===== src/rtl/core/pfa_pkg.sv =====
// shared constants, codes and word types for the partition fit allocator
package pfa_pkg;

    localparam int MAX_PARTITIONS = 32;
    localparam int SIZE_BITS      = 16;
    localparam int SLOT_BITS      = $clog2(MAX_PARTITIONS);
    localparam int USED_BITS      = $clog2(MAX_PARTITIONS + 1);
    localparam int COUNT_BITS     = 6;
    localparam int CFG_DATA_BITS  = 6;
    localparam int CFG_INDEX_BITS = 1;

    // configuration register indexes
    localparam logic [CFG_INDEX_BITS-1:0] CFG_FIT_POLICY      = 1'd0;
    localparam logic [CFG_INDEX_BITS-1:0] CFG_PARTITION_COUNT = 1'd1;

    // fit policy codes, the unused code behaves as first fit
    localparam logic [1:0] POLICY_FIRST = 2'd0;
    localparam logic [1:0] POLICY_BEST  = 2'd1;
    localparam logic [1:0] POLICY_WORST = 2'd2;

    // command codes
    localparam logic CMD_LOAD  = 1'b0;
    localparam logic CMD_ALLOC = 1'b1;

    typedef struct packed {
        logic        command;
        logic [4:0]  slot_index;
        logic [15:0] request_size;
    } pfa_item_t;

    typedef struct packed {
        logic        granted;
        logic [4:0]  chosen_slot;
        logic [15:0] size_before;
    } pfa_result_t;

endpackage


===== src/rtl/core/partition_fit_allocator.sv =====
// top level of the partition fit allocator: sequencer, scan unit and result register
//
//  channel   | ports                                   | handshake
//  ----------+-----------------------------------------+------------------------------
//  command   | start, busy, item                       | word taken when start & !busy
//  result    | done, result                            | word shown one cycle with done
//  config    | cfg_valid, cfg_ready, cfg_index, cfg_data | written when valid & ready
//
// a load word does one memory read for the old size, then one write back
// an allocate word does one memory read per slot in use (saturated to 32) through
// the single read port, then a commit step; with no slot in use it goes straight to commit
// the result register is loaded on the last cycle, done is high the cycle after
// reset clears the policy, the count and all slot valid bits; an invalid slot reads as zero
// the receiver cannot stall, so busy only reflects the word in progress
module partition_fit_allocator
    import pfa_pkg::*;
(
    input  logic                      clk,
    input  logic                      rst_n,
    input  logic                      start,
    output logic                      busy,
    input  pfa_item_t                 item,
    output logic                      done,
    output pfa_result_t               result,
    input  logic                      cfg_valid,
    output logic                      cfg_ready,
    input  logic [CFG_INDEX_BITS-1:0] cfg_index,
    input  logic [CFG_DATA_BITS-1:0]  cfg_data
);

    // one-hot sequencer states
    typedef enum logic [3:0] {
        ST_IDLE   = 4'b0001,
        ST_LOAD   = 4'b0010,
        ST_SCAN   = 4'b0100,
        ST_COMMIT = 4'b1000
    } state_t;

    state_t state_reg, state_next;

    // configuration
    logic [1:0]            policy_reg;
    logic [COUNT_BITS-1:0] count_reg;
    logic [USED_BITS-1:0]  used_slots;

    // latched command word
    logic [4:0]           slot_reg, slot_next;
    logic [SIZE_BITS-1:0] req_reg, req_next;

    // scan bookkeeping
    logic [SLOT_BITS-1:0] scan_idx_reg, scan_idx_next;
    logic                 found_reg, found_next;
    logic [SLOT_BITS-1:0] best_idx_reg, best_idx_next;
    logic [SIZE_BITS-1:0] best_size_reg, best_size_next;

    // slot valid bits, an entry never written reads as zero
    logic [MAX_PARTITIONS-1:0] valid_reg;
    logic                      rd_valid_reg;

    // memory port
    logic                 ram_wr_en;
    logic [SLOT_BITS-1:0] ram_wr_addr;
    logic [SIZE_BITS-1:0] ram_wr_data;
    logic [SLOT_BITS-1:0] ram_rd_addr;
    logic [SIZE_BITS-1:0] ram_rd_data;
    logic [SIZE_BITS-1:0] cur_size;

    // result register
    logic        done_reg, done_next;
    pfa_result_t result_reg, result_next;

    logic slot_in_range;
    logic take;
    logic last_slot;
    logic grant;

    pfa_ram #(
        .WIDTH (SIZE_BITS),
        .DEPTH (MAX_PARTITIONS)
    ) u_size_ram (
        .clk     (clk),
        .wr_en   (ram_wr_en),
        .wr_addr (ram_wr_addr),
        .wr_data (ram_wr_data),
        .rd_addr (ram_rd_addr),
        .rd_data (ram_rd_data)
    );

    // configuration port never back-pressures
    assign cfg_ready = 1'b1;

    always_ff @(posedge clk or negedge rst_n)
    begin
        if (!rst_n)
        begin
            policy_reg <= POLICY_FIRST;
            count_reg  <= '0;
        end
        else if (cfg_valid && cfg_ready)
        begin
            unique case (cfg_index)
                CFG_FIT_POLICY:      policy_reg <= cfg_data[1:0];
                CFG_PARTITION_COUNT: count_reg  <= cfg_data[COUNT_BITS-1:0];
                default:             ;
            endcase
        end
    end

    // counts above the table depth saturate
    assign used_slots = (USED_BITS'(count_reg) > USED_BITS'(MAX_PARTITIONS))
                      ? USED_BITS'(MAX_PARTITIONS) : USED_BITS'(count_reg);

    assign cur_size  = rd_valid_reg ? ram_rd_data : '0;
    assign last_slot = (USED_BITS'(scan_idx_reg) + USED_BITS'(1)) == used_slots;
    assign slot_in_range = ({1'b0, slot_reg} < 6'(MAX_PARTITIONS));

    // candidate test for the slot whose size is on the read port
    always_comb
    begin
        case (policy_reg)
            POLICY_WORST: take = !found_reg || (cur_size > best_size_reg);
            POLICY_BEST:  take = (cur_size >= req_reg)
                              && (!found_reg || (cur_size < best_size_reg));
            default:      take = (cur_size >= req_reg) && !found_reg;
        endcase
    end

    // worst fit may pick a slot that is too small
    assign grant = found_reg && (best_size_reg >= req_reg);

    always_comb
    begin
        state_next     = state_reg;
        slot_next      = slot_reg;
        req_next       = req_reg;
        scan_idx_next  = scan_idx_reg;
        found_next     = found_reg;
        best_idx_next  = best_idx_reg;
        best_size_next = best_size_reg;
        done_next      = 1'b0;
        result_next    = result_reg;
        ram_wr_en      = 1'b0;
        ram_wr_addr    = best_idx_reg;
        ram_wr_data    = best_size_reg - req_reg;
        ram_rd_addr    = scan_idx_reg + SLOT_BITS'(1);

        unique case (state_reg)
            ST_IDLE:
            begin
                ram_rd_addr = '0;
                if (start)
                begin
                    slot_next      = item.slot_index;
                    req_next       = SIZE_BITS'(item.request_size);
                    scan_idx_next  = '0;
                    found_next     = 1'b0;
                    best_idx_next  = '0;
                    best_size_next = '0;
                    if (item.command == CMD_LOAD)
                    begin
                        ram_rd_addr = SLOT_BITS'(item.slot_index);
                        state_next  = ST_LOAD;
                    end
                    else if (used_slots == '0)
                    begin
                        // nothing in use: straight to a refusal
                        state_next = ST_COMMIT;
                    end
                    else
                    begin
                        state_next = ST_SCAN;
                    end
                end
            end

            ST_LOAD:
            begin
                done_next = 1'b1;
                result_next.chosen_slot = slot_reg;
                if (slot_in_range)
                begin
                    ram_wr_en   = 1'b1;
                    ram_wr_addr = SLOT_BITS'(slot_reg);
                    ram_wr_data = req_reg;
                    result_next.granted     = 1'b1;
                    result_next.size_before = 16'(cur_size);
                end
                else
                begin
                    result_next.granted     = 1'b0;
                    result_next.size_before = '0;
                end
                state_next = ST_IDLE;
            end

            ST_SCAN:
            begin
                if (take)
                begin
                    found_next     = 1'b1;
                    best_idx_next  = scan_idx_reg;
                    best_size_next = cur_size;
                end
                scan_idx_next = scan_idx_reg + SLOT_BITS'(1);
                if (last_slot)
                begin
                    state_next = ST_COMMIT;
                end
            end

            ST_COMMIT:
            begin
                done_next = 1'b1;
                if (grant)
                begin
                    ram_wr_en = 1'b1;
                    result_next.granted     = 1'b1;
                    result_next.chosen_slot = 5'(best_idx_reg);
                    result_next.size_before = 16'(best_size_reg);
                end
                else
                begin
                    result_next.granted     = 1'b0;
                    result_next.chosen_slot = '0;
                    result_next.size_before = '0;
                end
                state_next = ST_IDLE;
            end

            default:
            begin
                state_next = ST_IDLE;
            end
        endcase
    end

    always_ff @(posedge clk or negedge rst_n)
    begin
        if (!rst_n)
        begin
            state_reg    <= ST_IDLE;
            done_reg     <= 1'b0;
            valid_reg    <= '0;
            rd_valid_reg <= 1'b0;
        end
        else
        begin
            state_reg    <= state_next;
            done_reg     <= done_next;
            rd_valid_reg <= valid_reg[ram_rd_addr];
            if (ram_wr_en)
            begin
                valid_reg[ram_wr_addr] <= 1'b1;
            end
        end
    end

    // payload registers
    always_ff @(posedge clk)
    begin
        slot_reg      <= slot_next;
        req_reg       <= req_next;
        scan_idx_reg  <= scan_idx_next;
        found_reg     <= found_next;
        best_idx_reg  <= best_idx_next;
        best_size_reg <= best_size_next;
        result_reg    <= result_next;
    end

    assign busy   = (state_reg != ST_IDLE);
    assign done   = done_reg;
    assign result = result_reg;

endmodule


===== src/rtl/core/pfa_ram.sv =====
// generic single-port-write ram with registered read
module pfa_ram #(
    parameter int WIDTH = 16,
    parameter int DEPTH = 32
) (
    input  logic                     clk,
    input  logic                     wr_en,
    input  logic [$clog2(DEPTH)-1:0] wr_addr,
    input  logic [WIDTH-1:0]         wr_data,
    input  logic [$clog2(DEPTH)-1:0] rd_addr,
    output logic [WIDTH-1:0]         rd_data
);

    logic [WIDTH-1:0] mem [DEPTH];
    logic [WIDTH-1:0] rd_data_reg;

    always_ff @(posedge clk)
    begin
        if (wr_en)
        begin
            mem[wr_addr] <= wr_data;
        end
        rd_data_reg <= mem[rd_addr];
    end

    assign rd_data = rd_data_reg;

endmodule


===== config.mk =====
export PLATFORM = sky130hd
export DESIGN_NAME = partition_fit_allocator
export DESIGN_NICKNAME = d
export VERILOG_FILES = /design/src/rtl/core/pfa_pkg.sv /design/src/rtl/core/partition_fit_allocator.sv /design/src/rtl/core/pfa_ram.sv
export SDC_FILE = /design/constraint.sdc
export NUM_CORES = 1
export LEC_CHECK = 0
export BUFFER_PORTS_ARGS = -buffer_cell sky130_fd_sc_hd__buf_2
export CORE_MARGIN = 2
export CORE_UTILIZATION = 50
export DETAILED_ROUTE_END_ITERATION = 10
export PLACE_DENSITY = 0.67
export SYNTH_ARGS = -nofsm -noshare
export SYNTH_HDL_FRONTEND = slang
export SYNTH_HIERARCHICAL = 1
export SYNTH_SLANG_ARGS = --single-unit

===== constraint.sdc =====
create_clock -name clk -period 5.39 [get_ports clk]
set_input_delay 1.078 -clock clk [delete_from_list [all_inputs] [get_ports clk]]
set_output_delay 1.078 -clock clk [all_outputs]
set_load 0.005 [all_outputs]

==> metrics.md, run 1 <==
| Metric | Value |
|---|---|
| Status | complete, no violations |
| Ys flop type | edfxtp_1 |
| Adder-Cell Fraction of Synth Area | 2.235% |
| CP Class | flip-flop to flip-flop |
| Tcrit/Tclk final | 73.82% |
| Max clock buf depth | 3 |
| DPL Wire Length | 40,760 µm |
| Syn. warnings | 6 |
| Hold_buf cts | 0 |
| Distinct cells, synth | 64 |
| Fillers | roughly 4,200 |
| Worst skew pair latency | ~0.60 ns |
| Setup_tns | 0 ns |
| RD Place Congestion | 0.8910 |
| Fmax | between 0.2 and 0.3 GHz |
| Routed Antenna Nets | 0 |
| Hold endpoint | valid_reg[17]$_DFFE_PN0P_ |
| Clk_skew | 0.01659 ns |
| Antenna diode count | 0 |
| Top post-synthesis cells by count | 582 x edfxtp_1, 276 x mux2i_1, 120 x nand2_1 |
| Io pins | 58 |
| CTS Buf Count | 66 |
| Highest routed layer | met4 |
| Unrepaired setup endpoints after global routing | false |
| Synth area leader | edfxtp_1 |
| Mean routed wirelength per cell | approximately 24 µm |
| Compound-gate portion of the synthesized area | 7.603% |
| Post-detailed-routing wire length | 64,240 µm |
| Global-route wire length before repair | approximately 95,000 µm |
| Min-delay src | valid_reg[17]$_DFFE_PN0P_ |
| MaxCap Viol Count | 0 |
| Max incr delay on CP | approximately 0.66 ns |
| Nets | about 2,000 |
| Rel. slew slack | 29.23% |
| Worst path arrival time | 4.26 ns |
| Number of enable flip-flop cells after synthesis | 582 |
| Core Region | 53,810 µm² |
| Reg2reg path depth | 11 |
| Layout cells sized above 1 | between 10% and 20% |
| CP cell instances | ha_1 > fa_1 > nor2b_1 > o21ai_0 > a31oi_1 > o21ai_0 > a31o_2 > o21ai_0 > or3b_2 > nor2_1 > buf_4 |
| Post-synth ARST share | between 7 and 8% |
| # setup viols final | 0 |
| Simple-gate share of the synthesized area | 6.048% |
| Iter 0 DRT Violations | 1,477 |
| CTS tree | done |
| H-Tree Depth | 3 |
| Max Slew Vio Count | 0 |
| Main combinational cell family by area after synthesis | multiplexers |
| Max reg flops | 512 |
| Slowest cell on crit path | or3b_2 |
| Die height | 237.3 µm |
| Hold Crit Depth | 1 |
| R2R Path End | u_size_ram/mem[28][11]$_DFFE_PP_ |
| Clk sinks | 644 |
| Pwr Density | 555.4 nW/µm² |
| Detailed Routing Iterations Pass 1 | 5 |
| Required @ worst endpoint | 5.67 ns |
| Clock-pin slew on the worst setup and hold paths | 0.05 ns |
| Largest net degree at the start of global routing | 77 |
| Top-area cell type share of the netlist area | 64.25% |
| Max IR drop VDD | 0.0003094 V |
| Pleak | 11.04 nW |
| IO buf count | 56 |
| R2r startpoint | req_reg[0]$_DFFE_PP_ |
| CP endpoint kind | flip-flop |
| Initial antenna violation count | 1 |
| Die W | roughly 240 µm |
| Final core occ | ~57% |
| Initial Util | 50.55% |
| Site Rows | 85 |
| DR WL met3 | ~4500 µm |
| Vias per cell | 5.863 |
| Die area | between 50,000 and 60,000 µm² |
| Worst hold margin | between 0.4 and 0.5 ns |
| Count leader, synth | edfxtp_1 |
| Number of global-route vias before repair | 15,450 |
| WL met1 | around 29,000 µm |
| Cell Area, Synth | 27,200 µm² |
| Worst Tran Pin Value | 1.062 ns |
| Crit path from | req_reg[0]$_DFFE_PP_ |
| Post-Synth XOR/XNOR Area | 0.7083% |
| Clock root cell | clkbuf_16 |
| Gr ovfl total | 0 |
| Delay-heaviest family, CP | compound AO/OA/AOI/OAI gates |
| Syn Inst Count | approximately 1,800 |
| Clock period minus worst slack | 3.979 ns |
| Hold Path Class | flip-flop to flip-flop |
| Crit-path max FO | 27 |
| Final hold viol count | 0 |
| Top cells by area, synth | edfxtp_1 64%, mux2i_1 10%, dfrtp_1 4.1% |
| DRC violations left | 0 |
| Sequential area share after synthesis | 69.66% |
| Startpoint types | flip-flop |
| Post-CTS Setup Bufs | 0 |
| Most used cell along the critical path | o21ai_0 |
| P&R area growth vs syn | 12.60% |
| CP bufs+invs | 1 |
| Syn nets | 1,884 |
| Post-cts resize count | 0 |
| Syn_area_per_cell | 15.09 µm² |
| Overall Global Routing Usage | 22.78% |
| Via count | 15,650 |
| Synthesized flop and latch total | 644 |
| Met2 routed WL | approximately 29,000 µm |
| Multiplexer area fraction after synthesis | about a tenth |
| R2R Setup Slk | around 1.4 ns |
-- worst register-to-register path: stages, from the launching register on --
cell	delay [ns]
edfxtp_1	0.41
ha_1	0.25
fa_1	0.41
nor2b_1	0.11
o21ai_0	0.13
a31oi_1	0.20
o21ai_0	0.10
a31o_2	0.43
o21ai_0	0.50
or3b_2	0.67
nor2_1	0.19
buf_4	0.27
-- layer usage --
layer	track usage, %	vias up
met4	9.243	0
met3	4.053	110
met1	33.16	7868
met2	34.16	520
met5	0	-
li1	-	7156
-- final cells by class --
cell class | count | area (µm²) | area share [%]
Inverter | 64 | 240.2 | 0.7843
Multi-Input combinational cell | 1010 | 7506 | 24.51
Clock inverter | 34 | 349.1 | 1.140
Timing Repair Buffer | 137 | 938.4 | 3.064
Clock buffer | 85 | 1775 | 5.797
Tap cell | 696 | 870.8 | 2.843
Sequential cell | 644 | 18950 | 61.87
-- worst max path at each step --
stage | endpoint | slack [ns] | depth (start not counted)
2_1_floorplan | best_idx_reg[0]$_SDFFCE_PN0P_ | 1.15 | 12
3_3_place_gp | u_size_ram/mem[4][2]$_DFFE_PP_ | 1.48 | 11
3_5_place_dp | u_size_ram/mem[28][2]$_DFFE_PP_ | 1.42 | 11
4_1_cts | u_size_ram/mem[28][2]$_DFFE_PP_ | 1.42 | 11
5_1_grt | u_size_ram/mem[28][1]$_DFFE_PP_ | 1.24 | 12
6_report | u_size_ram/mem[28][11]$_DFFE_PP_ | 1.41 | 11
-- power breakdown --
group / switching, mW / internal [mW]
clock: 1.86 / 2.63
sequential: 0.175 / 6.75
combinational: 3.88 / 1.71
-- through the flow --
stage / cells / instance area [µm²] / power [mW] / worst slack (ns)
after floorplan: 1803 / 27200 / 10.49 / 1.148
after global placement: 2551 / 28500 / 12.42 / 1.479
after detailed placement: 2551 / 28500 / 12.56 / 1.422
after CTS: 2670 / 30630 / 17.04 / 1.421
after global routing: 2670 / 30630 / 17.66 / 1.241
final: 2670 / 30630 / 17.01 / 1.411
-- layout by cell type (no fill, tap or decap), types with 47 or more instances in the layout --
master / synthesis / final
edfxtp_1: 582 / 582
mux2i_1: 276 / 276
nand2_1: 120 / 120
nor2_1: 87 / 87
buf_4: 20 / 77
clkbuf_16: 0 / 68
a22oi_1: 64 / 64
inv_1: 63 / 63
buf_2: 19 / 56
a21oi_1: 59 / 52
nand3_1: 51 / 51
ha_1: 47 / 47
-- cell families (layout without fill, tap and decap cells) --
family	after synthesis	after routing
other	1	1
adder cells (fa/ha/maj)	48	48
AO/OA/AOI/OAI	303	303
multiplexers	285	285
flip-flops	644	644
buffers and inverters	149	320
XOR/XNOR	22	22
AND/OR/NAND/NOR	351	351
Power figures use the tool's default switching activity.
==> run 2, diff against run 1 <==
- clock period: 5.39 -> 3.75 ns (I/O delays scaled with it)
==> run 2 against run 1 <==
Effect of this change:
- utilization rose by 0.51 points
- sequential power rose by 44%
- first-iteration DRC count rose by 0.27%
- largest cell class unchanged
- sequential share of layout area fell by 0.55 points
- hold slack got worse by 0.16 ns
- critical endpoint is now u_size_ram/mem[20][10]$_DFFE_PP_
- routed wire length rose by 1.2%
- maximum frequency rose by 11%
==> metrics.md, run 2 (same netlist as run 1, synthesis figures left out) <==
| Metric | Value |
|---|---|
| Status | complete, no violations |
| Final hold viol count | 0 (unchanged) |
| Rel. slew slack | 29.82% (+0.59 points) |
| Vias per cell | 5.866 (about the same) |
| # setup viols final | 0 (unchanged) |
| Crit-path max FO | 16 (-41%) |
| Setup Slack @ Placement | 0.1654 ns (-1.257 ns) |
| CTS tree | done |
| Global-route wire length before repair | 97,590 µm (+2.6%) |
| Die W | 237.3 µm (unchanged) |
| Die height | 237.3 µm (unchanged) |
| Placed Cells | 2,569 (+0.71%) |
| Placed Area | 28,840 µm² (+1.2%) |
| Die area | 56,290 µm² (unchanged) |
| Unrepaired setup endpoints after global routing | false |
| Max Slew Vio Count | 0 (unchanged) |
| Commonest non-fill, non-tap cell in the layout | edfxtp_1 |
| P&R area growth vs syn | 13.61% |
| Pwr Density | 791.8 nW/µm² (+43%) |
| GR Layer Usage met1 | 32.23% (-0.93 points) |
| Final instance area | 30,910 µm² (+0.90%) |
| CP Class | flip-flop to flip-flop |
| Nets | 2,022 (+0.90%) |
| Mean routed wirelength per cell | 24.18 µm (+0.51%) |
| Layout cells sized above 1 | 14.40% (+0.77 points) |
| Core Region | 53,810 µm² (unchanged) |
| GR Util met3 | 4.274% (+0.22 points) |
| Antenna diode count | 0 (unchanged) |
| Internal Pwr Total | 15.90 mW (+43%) |
| Clock period minus worst slack | 3.599 ns (-0.3801 ns) |
| Max IR drop VDD | 0.0004715 V (+52%) |
| CTS Buf Count | 66 (unchanged) |
| Hold_buf cts | 0 (unchanged) |
| Clock-pin slew on the worst setup and hold paths | 0.06 ns (about the same) |
| Number of global-route vias before repair | 15,630 (+1.2%) |
| MaxCap Viol Count | 0 (unchanged) |
| CP endpoint kind | flip-flop |
| Clk pwr share | 25.7% (-0.7 points) |
| Startpoint types | flip-flop |
| Seq pwr share | 40.8% (about the same) |
| Initial Util | 50.55% (unchanged) |
| Final core occ | 57.43% (+0.51 points) |
| Hold Path Class | primary input to asynchronous set/reset pin |
| Most used routing layer | met2 |
| Sw power | 8.572 mW (+45%) |
| Worst path arrival time | 3.90 ns (-0.36 ns) |
| Max reg flops | 512 (unchanged) |
| Commonest non-fill, non-tap cells in the layout | 582 x edfxtp_1, 276 x mux2i_1, 120 x nand2_1 |
| Required @ worst endpoint | 4.05 ns (-1.62 ns) |
| Io pins | 58 (unchanged) |
| Worst skew pair latency | 0.61 ns (about the same) |
| Largest net degree at the start of global routing | 65 (-16%) |
| DPL Wire Length | 41,120 µm (+0.89%) |
| Met2 usage in global routing | 37.15% (+3.0 points) |
| Initial antenna violation count | 0 (-1) |
| Worst setup margin | 0.1511 ns (-1.260 ns) |
| Detailed Routing Iterations Pass 1 | 5 (unchanged) |
| Final Power | 24.47 mW (+44%) |
| Clk sinks | 644 (unchanged) |
| Clock root cell | clkbuf_16 |
| RD Place Congestion | 0.8707 (-2.3%) |
| Post-route insts no fill | 2,689 (+0.71%) |
| Post-detailed-routing wire length | 65,020 µm (+1.2%) |
| H-Tree Depth | 3 (unchanged) |
| Iter 0 DRT Violations | 1,481 (+0.27%) |
| Pleak | 11.16 nW (+1.1%) |
| Via count | 15,770 (+0.76%) |
| Max clock buf depth | 3 (unchanged) |
| Site Rows | 85 (unchanged) |
| Tcrit/Tclk final | 95.97% (+22 points) |
| IO buf count | 56 (unchanged) |
| Worst Tran Pin Value | 1.053 ns (-0.008803 ns) |
| Fmax | 0.2779 GHz (+11%) |
| Routed Antenna Nets | 0 (unchanged) |
| Gr ovfl total | 0 (unchanged) |
| Overall Global Routing Usage | 23.36% (+0.58 points) |
| DRC violations left | 0 (unchanged) |
| Switching part of the total | 35.03% (+0.21 points) |
| Comb power frac | 33.6% (+0.7 points) |
| Clk_skew | 0.02778 ns (+0.01119 ns) |
-- run 2: changes by cell type in the layout (fill, tap and decap cells not counted), moves of 2 or more --
cell	delta
buf_12	+16
clkinv_1	+4
bufinv_16	-3
clkinv_2	+3
buf_4	+2
clkbuf_1	-2
-- run 2: power groups by stage --
stage / Sequential [mW] / Clock (mW) / Combinational [mW]
floorplan: 10.1 / 0 / 5.02
global placement: 10.1 / 0 / 7.99
detailed placement: 10.1 / 0 / 8.16
CTS: 9.97 / 6.38 / 8.19
global route: 10.0 / 6.67 / 8.78
finish: 9.97 / 6.28 / 8.22
-- run 2: cell type report --
class                      count  area (µm²)
inverter                      64       240.2
fill                        4107       22910
clock buffer                  83        1779
timing repair buffer         155        1274
sequential                   644       18950
clock inverter                37       284.0
tap                          696       870.8
multi-input combinational   1010        7508
-- run 2: final timing paths --
path	from	end	slack, ns	cells past startpoint
max in group asynchronous	rst_n	valid_reg[31]$_DFFE_PN0P_	2.75	1
min in group clk	item[13]	req_reg[13]$_DFFE_PP_	0.32	1
worst max register to register	req_reg[0]$_DFFE_PP_	u_size_ram/mem[20][10]$_DFFE_PP_	0.15	12
worst min-delay path	rst_n	done$_DFF_PN0_	0.32	1
worst max-delay path	req_reg[0]$_DFFE_PP_	u_size_ram/mem[20][10]$_DFFE_PP_	0.15	12
worst min register to register	valid_reg[29]$_DFFE_PN0P_	valid_reg[29]$_DFFE_PN0P_	0.47	1
-- run 2: timing repair --
item / CTS / global route
endpoints found under the setup margin: 0 / 9
endpoints found under the hold margin: 0 / 0
setup buffers: 0 / 0
resized for setup: 0 / 1
-- run 2: worst max-delay path, stage by stage (launching register included) --
cell,delay [ns]
edfxtp_1,0.42
ha_1,0.25
fa_1,0.42
nor2b_1,0.12
o21ai_0,0.13
a31oi_1,0.19
o21ai_0,0.10
a31o_2,0.24
o21ai_0,0.16
buf_4,0.16
or3b_2,0.63
nor2_1,0.27
buf_12,0.19
-- run 2: metrics by stage --
stage | TNS, ns | hold WS (ns)
2_1_floorplan | -41.05 | 0.4425
3_3_place_gp | 0 | 0.4580
3_5_place_dp | 0 | 0.4616
4_1_cts | 0 | 0.2938
5_1_grt | 0 | 0.3045
6_report | 0 | 0.3187
-- run 2: metal layers --
| metal | vias to the layer above | part of all wire (%) | wire (µm) |
|---|---|---|---|
| li1 | 7192 | - | - |
| met4 | 0 | 3.0 | 1965 |
| met3 | 104 | 6.5 | 4228 |
| met5 | - | 0 | 0 |
| met1 | 7974 | 43 | 27850 |
| met2 | 503 | 48 | 30980 |
